`config.mk`:
```
export PLATFORM = sky130hd
export DESIGN_NAME = i2c_master_register_access_flat
export DESIGN_NICKNAME = d
export VERILOG_FILES = /design/src/rtl/i2cm_pkg.sv /design/src/rtl/i2cm_in_if.sv /design/src/rtl/i2cm_out_if.sv /design/src/rtl/i2cm_front.sv /design/src/rtl/i2cm_queue.sv /design/src/rtl/i2cm_back.sv /design/src/rtl/i2c_master_register_access.sv /design/src/flat_wrapper.sv
export SDC_FILE = /design/constraint.sdc
export NUM_CORES = 1
export LEC_CHECK = 0
export ABC_AREA = 0
export BUFFER_PORTS_ARGS = -buffer_cell sky130_fd_sc_hd__buf_2
export CORE_MARGIN = 4
export CORE_UTILIZATION = 60
export DETAILED_ROUTE_END_ITERATION = 10
export PLACE_DENSITY_LB_ADDON = 0.12
export SYNTH_ARGS = -nofsm -noshare
export SYNTH_HDL_FRONTEND = slang
export SYNTH_SLANG_ARGS = --single-unit
```
`constraint.sdc`:
```
create_clock -name clk -period 3.6 [get_ports clk]
set_clock_uncertainty 0.2 [all_clocks]
set_input_delay 0 -clock clk [delete_from_list [all_inputs] [get_ports clk]]
set_output_delay 0 -clock clk [all_outputs]
set_load 0.1 [all_outputs]
```
`src/rtl/i2cm_pkg.sv`:
```
package i2cm_pkg;

    // Controller phases
    typedef enum logic [4:0] {
        PH_IDLE     = 5'd0,
        PH_ST_SDA   = 5'd1,
        PH_ST_SCL   = 5'd2,
        PH_ST_LOW   = 5'd3,
        PH_ST_CLK   = 5'd4,
        PH_TX_DATA  = 5'd5,
        PH_TX_CLK   = 5'd6,
        PH_TX_WAIT  = 5'd7,
        PH_ACK_REL  = 5'd8,
        PH_ACK_CLK  = 5'd9,
        PH_ACK_WAIT = 5'd10,
        PH_RX_CLK   = 5'd11,
        PH_RX_WAIT  = 5'd12,
        PH_NK_CLK   = 5'd13,
        PH_NK_WAIT  = 5'd14,
        PH_SP_SDA   = 5'd15,
        PH_SP_SCL   = 5'd16,
        PH_SP_WAIT  = 5'd17
    } phase_t;

    // Request kind as seen by the front end
    typedef enum logic {
        CMD_TICK  = 1'b0,
        CMD_START = 1'b1
    } cmd_kind_t;

    // Byte slots within a transaction
    localparam logic [2:0] SLOT_DEV_WR = 3'd0;
    localparam logic [2:0] SLOT_REG    = 3'd1;
    localparam logic [2:0] SLOT_THIRD  = 3'd2;

    localparam logic [3:0] BITS_PER_BYTE = 4'd8;
    localparam int         QUEUE_DEPTH   = 2;
    localparam int         QPTR_W        = $clog2(QUEUE_DEPTH);

    typedef struct packed {
        logic       func;
        logic       is_read;
        logic [6:0] device_address;
        logic [7:0] register_address;
        logic [7:0] write_data;
        logic       scl_in;
        logic       sda_in;
    } in_item_t;

    typedef struct packed {
        logic       scl_drive_low;
        logic       sda_drive_low;
        logic       busy_res;
        logic       done_res;
        logic       nack;
        logic [7:0] read_data;
    } out_item_t;

    // Classified request held in the queue
    typedef struct packed {
        cmd_kind_t  kind;
        logic       is_read;
        logic [6:0] device_address;
        logic [7:0] register_address;
        logic [7:0] write_data;
        logic       scl;
        logic       sda;
    } cmd_t;

    // Front end to queue
    typedef struct packed {
        logic push;
        cmd_t cmd;
    } q_wr_t;

    // Queue to back end
    typedef struct packed {
        logic valid;
        cmd_t cmd;
    } q_rd_t;

endpackage

```
`src/rtl/i2cm_in_if.sv`:
```
interface i2cm_in_if;
    logic                valid;
    logic                ready;
    i2cm_pkg::in_item_t  item;

    modport source (output valid, output item, input ready);
    modport sink   (input valid, input item, output ready);
endinterface

```
`src/rtl/i2cm_out_if.sv`:
```
interface i2cm_out_if;
    logic                valid;
    logic                ready;
    i2cm_pkg::out_item_t item;

    modport source (output valid, output item, input ready);
    modport sink   (input valid, input item, output ready);
endinterface

```
`src/rtl/i2cm_front.sv`:
```
module i2cm_front (
    i2cm_in_if.sink          req,
    input  logic             q_full,
    output i2cm_pkg::q_wr_t  q_wr
);

    // Accept while the queue has room
    assign req.ready = ~q_full;

    // Classify the request and pass on only the fields the back end uses
    always_comb
    begin
        q_wr.push                 = req.valid & ~q_full;
        q_wr.cmd.kind             = req.item.func ? i2cm_pkg::CMD_START
                                                  : i2cm_pkg::CMD_TICK;
        q_wr.cmd.is_read          = req.item.is_read;
        q_wr.cmd.device_address   = req.item.device_address;
        q_wr.cmd.register_address = req.item.register_address;
        q_wr.cmd.write_data       = req.item.write_data;
        q_wr.cmd.scl              = req.item.scl_in;
        q_wr.cmd.sda              = req.item.sda_in;
    end

endmodule

```
`src/rtl/i2cm_queue.sv`:
```
module i2cm_queue (
    input  logic             clk,
    input  logic             rst_n,
    input  i2cm_pkg::q_wr_t  q_wr,
    input  logic             pop,
    output logic             full,
    output i2cm_pkg::q_rd_t  q_rd
);

    localparam int CNT_W = $clog2(i2cm_pkg::QUEUE_DEPTH + 1);

    i2cm_pkg::cmd_t                slot_reg [i2cm_pkg::QUEUE_DEPTH];
    logic [i2cm_pkg::QPTR_W-1:0]   wr_ptr_reg, wr_ptr_next;
    logic [i2cm_pkg::QPTR_W-1:0]   rd_ptr_reg, rd_ptr_next;
    logic [CNT_W-1:0]              count_reg, count_next;
    logic                          do_pop;

    assign full       = (count_reg == CNT_W'(i2cm_pkg::QUEUE_DEPTH));
    assign q_rd.valid = (count_reg != '0);
    assign q_rd.cmd   = slot_reg[rd_ptr_reg];
    assign do_pop     = pop & q_rd.valid;

    // Pointer and fill count update
    always_comb
    begin
        wr_ptr_next = wr_ptr_reg;
        rd_ptr_next = rd_ptr_reg;
        count_next  = count_reg;
        if (q_wr.push)
        begin
            wr_ptr_next = (wr_ptr_reg == i2cm_pkg::QPTR_W'(i2cm_pkg::QUEUE_DEPTH - 1))
                          ? '0 : wr_ptr_reg + 1'b1;
        end
        if (do_pop)
        begin
            rd_ptr_next = (rd_ptr_reg == i2cm_pkg::QPTR_W'(i2cm_pkg::QUEUE_DEPTH - 1))
                          ? '0 : rd_ptr_reg + 1'b1;
        end
        case ({q_wr.push, do_pop})
            2'b10:   count_next = count_reg + 1'b1;
            2'b01:   count_next = count_reg - 1'b1;
            default: count_next = count_reg;
        endcase
    end

    always_ff @(posedge clk or negedge rst_n)
    begin
        if (!rst_n)
        begin
            wr_ptr_reg <= '0;
            rd_ptr_reg <= '0;
            count_reg  <= '0;
        end
        else
        begin
            wr_ptr_reg <= wr_ptr_next;
            rd_ptr_reg <= rd_ptr_next;
            count_reg  <= count_next;
        end
    end

    // Storage
    always_ff @(posedge clk)
    begin
        if (q_wr.push)
        begin
            slot_reg[wr_ptr_reg] <= q_wr.cmd;
        end
    end

endmodule

```
`src/rtl/i2cm_back.sv`:
```
module i2cm_back (
    input  logic             clk,
    input  logic             rst_n,
    input  i2cm_pkg::q_rd_t  q_rd,
    output logic             pop,
    i2cm_out_if.source       res
);

    i2cm_pkg::phase_t phase_reg, phase_next;
    logic [2:0]       slot_reg, slot_next;
    logic [3:0]       bits_reg, bits_next;
    logic [7:0]       shift_reg, shift_next;
    logic [7:0]       rx_byte_reg, rx_byte_next;
    logic             nack_reg, nack_next;
    logic             scl_low_reg, scl_low_next;
    logic             sda_low_reg, sda_low_next;
    logic             rd_reg, rd_next;
    logic [6:0]       dev_reg, dev_next;
    logic [7:0]       addr_reg, addr_next;
    logic [7:0]       wdata_reg, wdata_next;
    logic             done;
    logic             out_valid_reg, out_valid_next;
    i2cm_pkg::out_item_t out_item_reg, out_item_next;

    // Byte to send for a given slot
    function automatic logic [7:0] pick_byte(input logic [2:0] slot, input logic rd,
                                             input logic [6:0] dev, input logic [7:0] addr,
                                             input logic [7:0] wdata);
        logic [7:0] b;
        if (slot == i2cm_pkg::SLOT_DEV_WR)
            b = {dev, 1'b0};
        else if (slot == i2cm_pkg::SLOT_REG)
            b = addr;
        else if (rd)
            b = {dev, 1'b1};
        else
            b = wdata;
        return b;
    endfunction

    // Take a request when the output slot is free or being emptied
    assign pop = q_rd.valid & (~out_valid_reg | res.ready);

    // Controller step
    always_comb
    begin
        phase_next   = phase_reg;
        slot_next    = slot_reg;
        bits_next    = bits_reg;
        shift_next   = shift_reg;
        rx_byte_next = rx_byte_reg;
        nack_next    = nack_reg;
        scl_low_next = scl_low_reg;
        sda_low_next = sda_low_reg;
        rd_next      = rd_reg;
        dev_next     = dev_reg;
        addr_next    = addr_reg;
        wdata_next   = wdata_reg;
        done         = 1'b0;

        if (pop)
        begin
            if (q_rd.cmd.kind == i2cm_pkg::CMD_START)
            begin
                if (phase_reg == i2cm_pkg::PH_IDLE)
                begin
                    rd_next    = q_rd.cmd.is_read;
                    dev_next   = q_rd.cmd.device_address;
                    addr_next  = q_rd.cmd.register_address;
                    wdata_next = q_rd.cmd.write_data;
                    slot_next  = i2cm_pkg::SLOT_DEV_WR;
                    bits_next  = '0;
                    phase_next = i2cm_pkg::PH_ST_SDA;
                end
            end
            else
            begin
                case (phase_reg)
                    i2cm_pkg::PH_IDLE:
                    begin
                    end
                    i2cm_pkg::PH_ST_SDA:
                    begin
                        sda_low_next = 1'b0;
                        phase_next   = i2cm_pkg::PH_ST_SCL;
                    end
                    i2cm_pkg::PH_ST_SCL:
                    begin
                        scl_low_next = 1'b0;
                        phase_next   = i2cm_pkg::PH_ST_LOW;
                    end
                    i2cm_pkg::PH_ST_LOW:
                    begin
                        if (q_rd.cmd.scl)
                        begin
                            sda_low_next = 1'b1;
                            phase_next   = i2cm_pkg::PH_ST_CLK;
                        end
                    end
                    i2cm_pkg::PH_ST_CLK:
                    begin
                        scl_low_next = 1'b1;
                        shift_next   = pick_byte(slot_reg, rd_reg, dev_reg, addr_reg,
                                                 wdata_reg);
                        bits_next    = '0;
                        nack_next    = 1'b0;
                        phase_next   = i2cm_pkg::PH_TX_DATA;
                    end
                    i2cm_pkg::PH_TX_DATA:
                    begin
                        sda_low_next = ~shift_reg[7];
                        phase_next   = i2cm_pkg::PH_TX_CLK;
                    end
                    i2cm_pkg::PH_TX_CLK:
                    begin
                        scl_low_next = 1'b0;
                        phase_next   = i2cm_pkg::PH_TX_WAIT;
                    end
                    i2cm_pkg::PH_TX_WAIT:
                    begin
                        if (q_rd.cmd.scl)
                        begin
                            scl_low_next = 1'b1;
                            shift_next   = {shift_reg[6:0], 1'b0};
                            bits_next    = bits_reg + 1'b1;
                            phase_next   = (bits_next >= i2cm_pkg::BITS_PER_BYTE)
                                           ? i2cm_pkg::PH_ACK_REL : i2cm_pkg::PH_TX_DATA;
                        end
                    end
                    i2cm_pkg::PH_ACK_REL:
                    begin
                        sda_low_next = 1'b0;
                        phase_next   = i2cm_pkg::PH_ACK_CLK;
                    end
                    i2cm_pkg::PH_ACK_CLK:
                    begin
                        scl_low_next = 1'b0;
                        phase_next   = i2cm_pkg::PH_ACK_WAIT;
                    end
                    i2cm_pkg::PH_ACK_WAIT:
                    begin
                        if (q_rd.cmd.scl)
                        begin
                            nack_next    = q_rd.cmd.sda;
                            scl_low_next = 1'b1;
                            // next byte, repeated start, receive or stop
                            if (slot_reg == i2cm_pkg::SLOT_DEV_WR)
                            begin
                                slot_next  = i2cm_pkg::SLOT_REG;
                                shift_next = pick_byte(i2cm_pkg::SLOT_REG, rd_reg, dev_reg,
                                                       addr_reg, wdata_reg);
                                bits_next  = '0;
                                nack_next  = 1'b0;
                                phase_next = i2cm_pkg::PH_TX_DATA;
                            end
                            else if (slot_reg == i2cm_pkg::SLOT_REG)
                            begin
                                slot_next = i2cm_pkg::SLOT_THIRD;
                                if (rd_reg)
                                begin
                                    phase_next = i2cm_pkg::PH_ST_SCL;
                                end
                                else
                                begin
                                    shift_next = pick_byte(i2cm_pkg::SLOT_THIRD, rd_reg,
                                                           dev_reg, addr_reg, wdata_reg);
                                    bits_next  = '0;
                                    nack_next  = 1'b0;
                                    phase_next = i2cm_pkg::PH_TX_DATA;
                                end
                            end
                            else if (rd_reg)
                            begin
                                shift_next = '0;
                                bits_next  = '0;
                                phase_next = i2cm_pkg::PH_RX_CLK;
                            end
                            else
                            begin
                                phase_next = i2cm_pkg::PH_SP_SDA;
                            end
                        end
                    end
                    i2cm_pkg::PH_RX_CLK:
                    begin
                        scl_low_next = 1'b0;
                        phase_next   = i2cm_pkg::PH_RX_WAIT;
                    end
                    i2cm_pkg::PH_RX_WAIT:
                    begin
                        if (q_rd.cmd.scl)
                        begin
                            scl_low_next = 1'b1;
                            shift_next   = {shift_reg[6:0], q_rd.cmd.sda};
                            bits_next    = bits_reg + 1'b1;
                            if (bits_next >= i2cm_pkg::BITS_PER_BYTE)
                            begin
                                rx_byte_next = shift_next;
                                phase_next   = i2cm_pkg::PH_NK_CLK;
                            end
                            else
                            begin
                                phase_next = i2cm_pkg::PH_RX_CLK;
                            end
                        end
                    end
                    i2cm_pkg::PH_NK_CLK:
                    begin
                        scl_low_next = 1'b0;
                        phase_next   = i2cm_pkg::PH_NK_WAIT;
                    end
                    i2cm_pkg::PH_NK_WAIT:
                    begin
                        if (q_rd.cmd.scl)
                        begin
                            scl_low_next = 1'b1;
                            phase_next   = i2cm_pkg::PH_SP_SDA;
                        end
                    end
                    i2cm_pkg::PH_SP_SDA:
                    begin
                        sda_low_next = 1'b1;
                        phase_next   = i2cm_pkg::PH_SP_SCL;
                    end
                    i2cm_pkg::PH_SP_SCL:
                    begin
                        scl_low_next = 1'b0;
                        phase_next   = i2cm_pkg::PH_SP_WAIT;
                    end
                    i2cm_pkg::PH_SP_WAIT:
                    begin
                        if (q_rd.cmd.scl)
                        begin
                            sda_low_next = 1'b0;
                            done         = 1'b1;
                            phase_next   = i2cm_pkg::PH_IDLE;
                        end
                    end
                    default:
                    begin
                        scl_low_next = 1'b0;
                        sda_low_next = 1'b0;
                        phase_next   = i2cm_pkg::PH_IDLE;
                    end
                endcase
            end
        end
    end

    // Output register
    always_comb
    begin
        out_valid_next = out_valid_reg & ~res.ready;
        out_item_next  = out_item_reg;
        if (pop)
        begin
            out_valid_next              = 1'b1;
            out_item_next.scl_drive_low = scl_low_next;
            out_item_next.sda_drive_low = sda_low_next;
            out_item_next.busy_res      = (phase_next != i2cm_pkg::PH_IDLE);
            out_item_next.done_res      = done;
            out_item_next.nack          = nack_next;
            out_item_next.read_data     = rx_byte_next;
        end
    end

    assign res.valid = out_valid_reg;
    assign res.item  = out_item_reg;

    always_ff @(posedge clk or negedge rst_n)
    begin
        if (!rst_n)
        begin
            phase_reg     <= i2cm_pkg::PH_IDLE;
            slot_reg      <= '0;
            bits_reg      <= '0;
            shift_reg     <= '0;
            rx_byte_reg   <= '0;
            nack_reg      <= 1'b0;
            scl_low_reg   <= 1'b0;
            sda_low_reg   <= 1'b0;
            rd_reg        <= 1'b0;
            dev_reg       <= '0;
            addr_reg      <= '0;
            wdata_reg     <= '0;
            out_valid_reg <= 1'b0;
        end
        else
        begin
            phase_reg     <= phase_next;
            slot_reg      <= slot_next;
            bits_reg      <= bits_next;
            shift_reg     <= shift_next;
            rx_byte_reg   <= rx_byte_next;
            nack_reg      <= nack_next;
            scl_low_reg   <= scl_low_next;
            sda_low_reg   <= sda_low_next;
            rd_reg        <= rd_next;
            dev_reg       <= dev_next;
            addr_reg      <= addr_next;
            wdata_reg     <= wdata_next;
            out_valid_reg <= out_valid_next;
        end
    end

    always_ff @(posedge clk)
    begin
        out_item_reg <= out_item_next;
    end

endmodule

```
`src/rtl/i2c_master_register_access.sv`:
```
// A request accepted into the queue is popped by the controller step, and its result is
// registered in the output register, where it is held until it is taken.
// Throughput: one request per cycle while results are taken; the controller step runs once per request
// popped from the two-entry queue, and the output register frees itself in the cycle it is taken.
// Reset (rst_n, asynchronous, active low): controller idle, both lines released,
// queue and output register empty.
module i2c_master_register_access (
    input  logic       clk,
    input  logic       rst_n,
    i2cm_in_if.sink    req,
    i2cm_out_if.source res
);

    i2cm_pkg::q_wr_t q_wr;
    i2cm_pkg::q_rd_t q_rd;
    logic            q_full;
    logic            q_pop;

    // Accept and classify
    i2cm_front u_front (
        .req    (req),
        .q_full (q_full),
        .q_wr   (q_wr)
    );

    // Decoupling queue
    i2cm_queue u_queue (
        .clk   (clk),
        .rst_n (rst_n),
        .q_wr  (q_wr),
        .pop   (q_pop),
        .full  (q_full),
        .q_rd  (q_rd)
    );

    // Line controller and result register
    i2cm_back u_back (
        .clk   (clk),
        .rst_n (rst_n),
        .q_rd  (q_rd),
        .pop   (q_pop),
        .res   (res)
    );

endmodule
```
`src/flat_wrapper.sv`:
```
// flat-port wrapper written by rule: the top's interface ports become plain ports
module i2c_master_register_access_flat 
  (clk, rst_n, req_valid, req_item, req_ready, res_valid, res_item, res_ready);
  i2cm_in_if req_i ();
  i2cm_out_if res_i ();
  input  logic clk;
  input  logic rst_n;
  input wire logic [$bits(req_i.valid)-1:0] req_valid;
  input wire logic [$bits(req_i.item)-1:0] req_item;
  output wire logic [$bits(req_i.ready)-1:0] req_ready;
  output wire logic [$bits(res_i.valid)-1:0] res_valid;
  output wire logic [$bits(res_i.item)-1:0] res_item;
  input wire logic [$bits(res_i.ready)-1:0] res_ready;
  assign req_i.valid = req_valid;
  assign req_i.item = req_item;
  assign req_ready = req_i.ready;
  assign res_valid = res_i.valid;
  assign res_item = res_i.item;
  assign res_i.ready = res_ready;
  i2c_master_register_access u_core (.clk(clk), .rst_n(rst_n), .req(req_i), .res(res_i));
endmodule
```
==> flow_metrics.py <==
metrics = {
    "placement": {
        "place_hpwl_um": 7940,
        "gp_congestion": 0.930,
        "numPortBuffers": 45,
        "placed_area_mm2": 0.00600,
        "dp.cells": 623,
    },
    "detailed_routing": {
        "wl_per_cell_um": 19.7,
        "drtIter0Drc": 327,
        "detail_route.wirelength_um": 13900,
        "route.antenna.remaining_nets": 0,
        "vias": 4163,
        "via_per_inst": 5.90,
        "drt_drc_violations_left": 0,
        "drtPass1Iterations": 7,
    },
    "setup_path": {
        "reg2reg_to": "u_core.u_back.res.item[10]",
        "start_kind": "flip-flop",
        "crit_fanout": 27,
        "cp.arrival_ns": 2.97,
        "required_ns": 3.66,
        "path_class": "flip-flop to flip-flop",
        "r2r_start": "u_core.u_back.phase_reg[1]",
        "r2r_cells": 6,
        "setup.worst_path.start": "u_core.u_back.phase_reg[1]",
        "reg2reg_slack_ns": 0.69,
        "end_kind": "flip-flop",
    },
    "global_routing": {
        "grt_pass1_vias": 4310,
        "antenna_found_initial": 0,
        "grt_max_degree": 51,
        "grt_pass1_wl_um": 22800,
        "overflow": 0,
        "grt_usage": 0.267,
    },
    "die": {
        "io_pins": 46,
        "initial_core_util": 0.615,
        "dieHeight_um": 105,
        "row_count": 35,
        "die-area_mm2": 0.0111,
        "die_w_um": 105,
        "design.core.area_mm2": 0.00924,
    },
    "cells_and_area": {
        "register_area_mm2": 0.00349,
        "fin_cells": 705,
        "drive_above_1_share": 0.189,
        "largest_reg_flops": 54,
        "post-route-util": 0.768,
        "area_delta_synth_final_pct": 24.7,
        "nets": 596,
        "final_area_mm2": 0.00709,
        "multi_input_area_mm2": 0.00204,
        "diodes": 0,
        "fill_cells": 571,
    },
    "min_path": {
        "min_path_type": "input port to flip-flop",
        "min_from": "req_item[17]",
        "whs_path_depth": 2,
        "whs_endpoint": "u_core.u_queue.slot_reg[1][17]",
    },
    "yosys": {
        "synth_cells": 472,
        "synth.largest_area_cell": "edfxtp_1",
        "synth.most_common_cell": "edfxtp_1",
        "syn_avg_cell_area_um2": 12.0,
        "seq_area_frac_synth": 0.614,
        "synth_top_cell_area_share": 0.354,
        "yosys-top-cells-count": "edfxtp_1 (67), dfrtp_1 (59), a21oi_1 (51), nor2_1 (51), mux2i_1 (32)",
        "synth.ff_latch_count": 126,
        "synthTopCellsByArea": "edfxtp_1 (35%), dfrtp_1 (26%), mux2i_1 (5.6%)",
        "syn_area_mm2": 0.00569,
        "syn-num-nets": 505,
        "ys.warnings.count": 0,
        "synth_ff_type": "edfxtp_1",
        "synth-edff-count": 67,
        "synth_cell_type_count": 57,
        "async_flop_share": 0.468,
    },
    "sta": {
        "slew_headroom": 0.423,
        "setup_viol": 0,
        "final-hold-violation-count": 0,
        "tightest_slew_ns": 0.866,
        "fmax_mhz": 344,
        "setup-tns-final_ns": 0,
        "period_minus_slack_ns": 2.91,
        "period_share": 0.808,
        "rsz0062_at_grt": "no",
        "drv_slew": 0,
    },
    "cts": {
        "cts_setup_buffers": 0,
        "clk_latency_ns": 0.52,
        "cts-root-buf": "clkbuf_8",
        "cts_buffer_depth": 2,
        "ctsHoldBuffers": 50,
        "path_clk_slew_ns": 0.06,
        "cts_tree": "yes",
        "cts_buffers": 17,
        "numClockSinks": 126,
        "cts_resized": 0,
        "htree_levels": 4,
    },
    "power": {
        "ir_drop_mv": 0.548,
        "leakage_nw": 2.84,
        "power_density_mw_per_mm2": 889,
    },
    "job": {
        "max_cap_viol_count": 0,
    },
    "run_status": {
        "status": "completed",
    },
}
-- cell usage in the layout, fill, tap and decap left out, types with 4 or more instances in the layout --
master,netlist,layout
a211oi_1,8,8
a21oi_1,51,51
nor2_1,51,50
nor3b_1,4,4
nand3_1,8,8
a222oi_1,7,7
mux2i_1,32,32
nor2b_1,11,11
inv_1,8,8
o21ai_0,14,14
xnor2_1,6,6
nand2b_1,6,6
mux2_2,18,18
dfrtp_1,59,59
dlygate4sd3_1,0,49
edfxtp_1,67,67
nand2_1,26,26
buf_4,0,8
clkbuf_16,0,16
nor3_1,7,6
buf_2,9,45
a31oi_1,4,4
-- power by group --
part,internal [W],switching [W],leakage (nW)
clock,0.00100,0.000674,0.278
sequential,0.00200,0.000412,1.34
combinational,0.000754,0.00146,1.22
total,0.00376,0.00255,2.84
-- stage by stage --
step,total power [W],hold slack (ns),setup WS [ns]
global route,0.00662,0.00365,0.508
finish,0.00631,0.0109,0.690
floorplan,0.00402,-0.496,0.131
CTS,0.00625,0.000453,0.729
global placement,0.00447,-0.145,0.782
detailed placement,0.00452,-0.139,0.741
-- worst max-delay path by stage --
| stage | slack, ns | to |
|---|---|---|
| 5_1_grt | 0.51 | u_core.u_back.slot_reg[0] |
| 3_3_place_gp | 0.78 | u_core.u_back.res.item[10] |
| 2_1_floorplan | 0.13 | u_core.u_queue.slot_reg[0][0] |
| 3_5_place_dp | 0.74 | u_core.u_back.res.item[10] |
| 4_1_cts | 0.73 | u_core.u_back.res.item[10] |
| 6_report | 0.69 | u_core.u_back.res.item[10] |
-- routing by layer --
layer	global-route usage	vias to the layer above	share of wire
li1	-	1941	-
met1	0.342	2050	0.41
met2	0.455	152	0.52
met3	0.0570	20	0.051
met4	0.0815	0	0.016
met5	0	-	0
-- area by class of cell --
| type | count | share of cell area |
|---|---|---|
| flip-flops and latches | 126 | 0.492 |
| repair buffers | 103 | 0.112 |
| clock inverters | 14 | 0.0224 |
| clock buffers | 18 | 0.0589 |
| inverters | 8 | 0.00423 |
| multi-input cells | 307 | 0.288 |
| well taps | 129 | 0.0228 |
-- critical path: stages, from the launching register on --
cell and delay [ns]:
dfrtp_1 0.86, inv_1 0.19, and3_1 0.23, nand3_1 0.17, o211ai_1 0.12, o32a_1 0.37, or4_1 0.51
-- logic make-up (layout without fill, tap and decap cells) --
logic type | after synthesis | after routing | share of synthesized area
fa+ha+maj | 2 | 2 | 0.00440
mux | 51 | 51 | 0.0960
flops | 126 | 126 | 0.614
compound gates | 118 | 118 | 0.136
simple gates | 128 | 128 | 0.109
xor+xnor | 8 | 8 | 0.0123
buf+inv | 39 | 143 | 0.0290
Note: power is estimated with default switching activity, not from simulation.
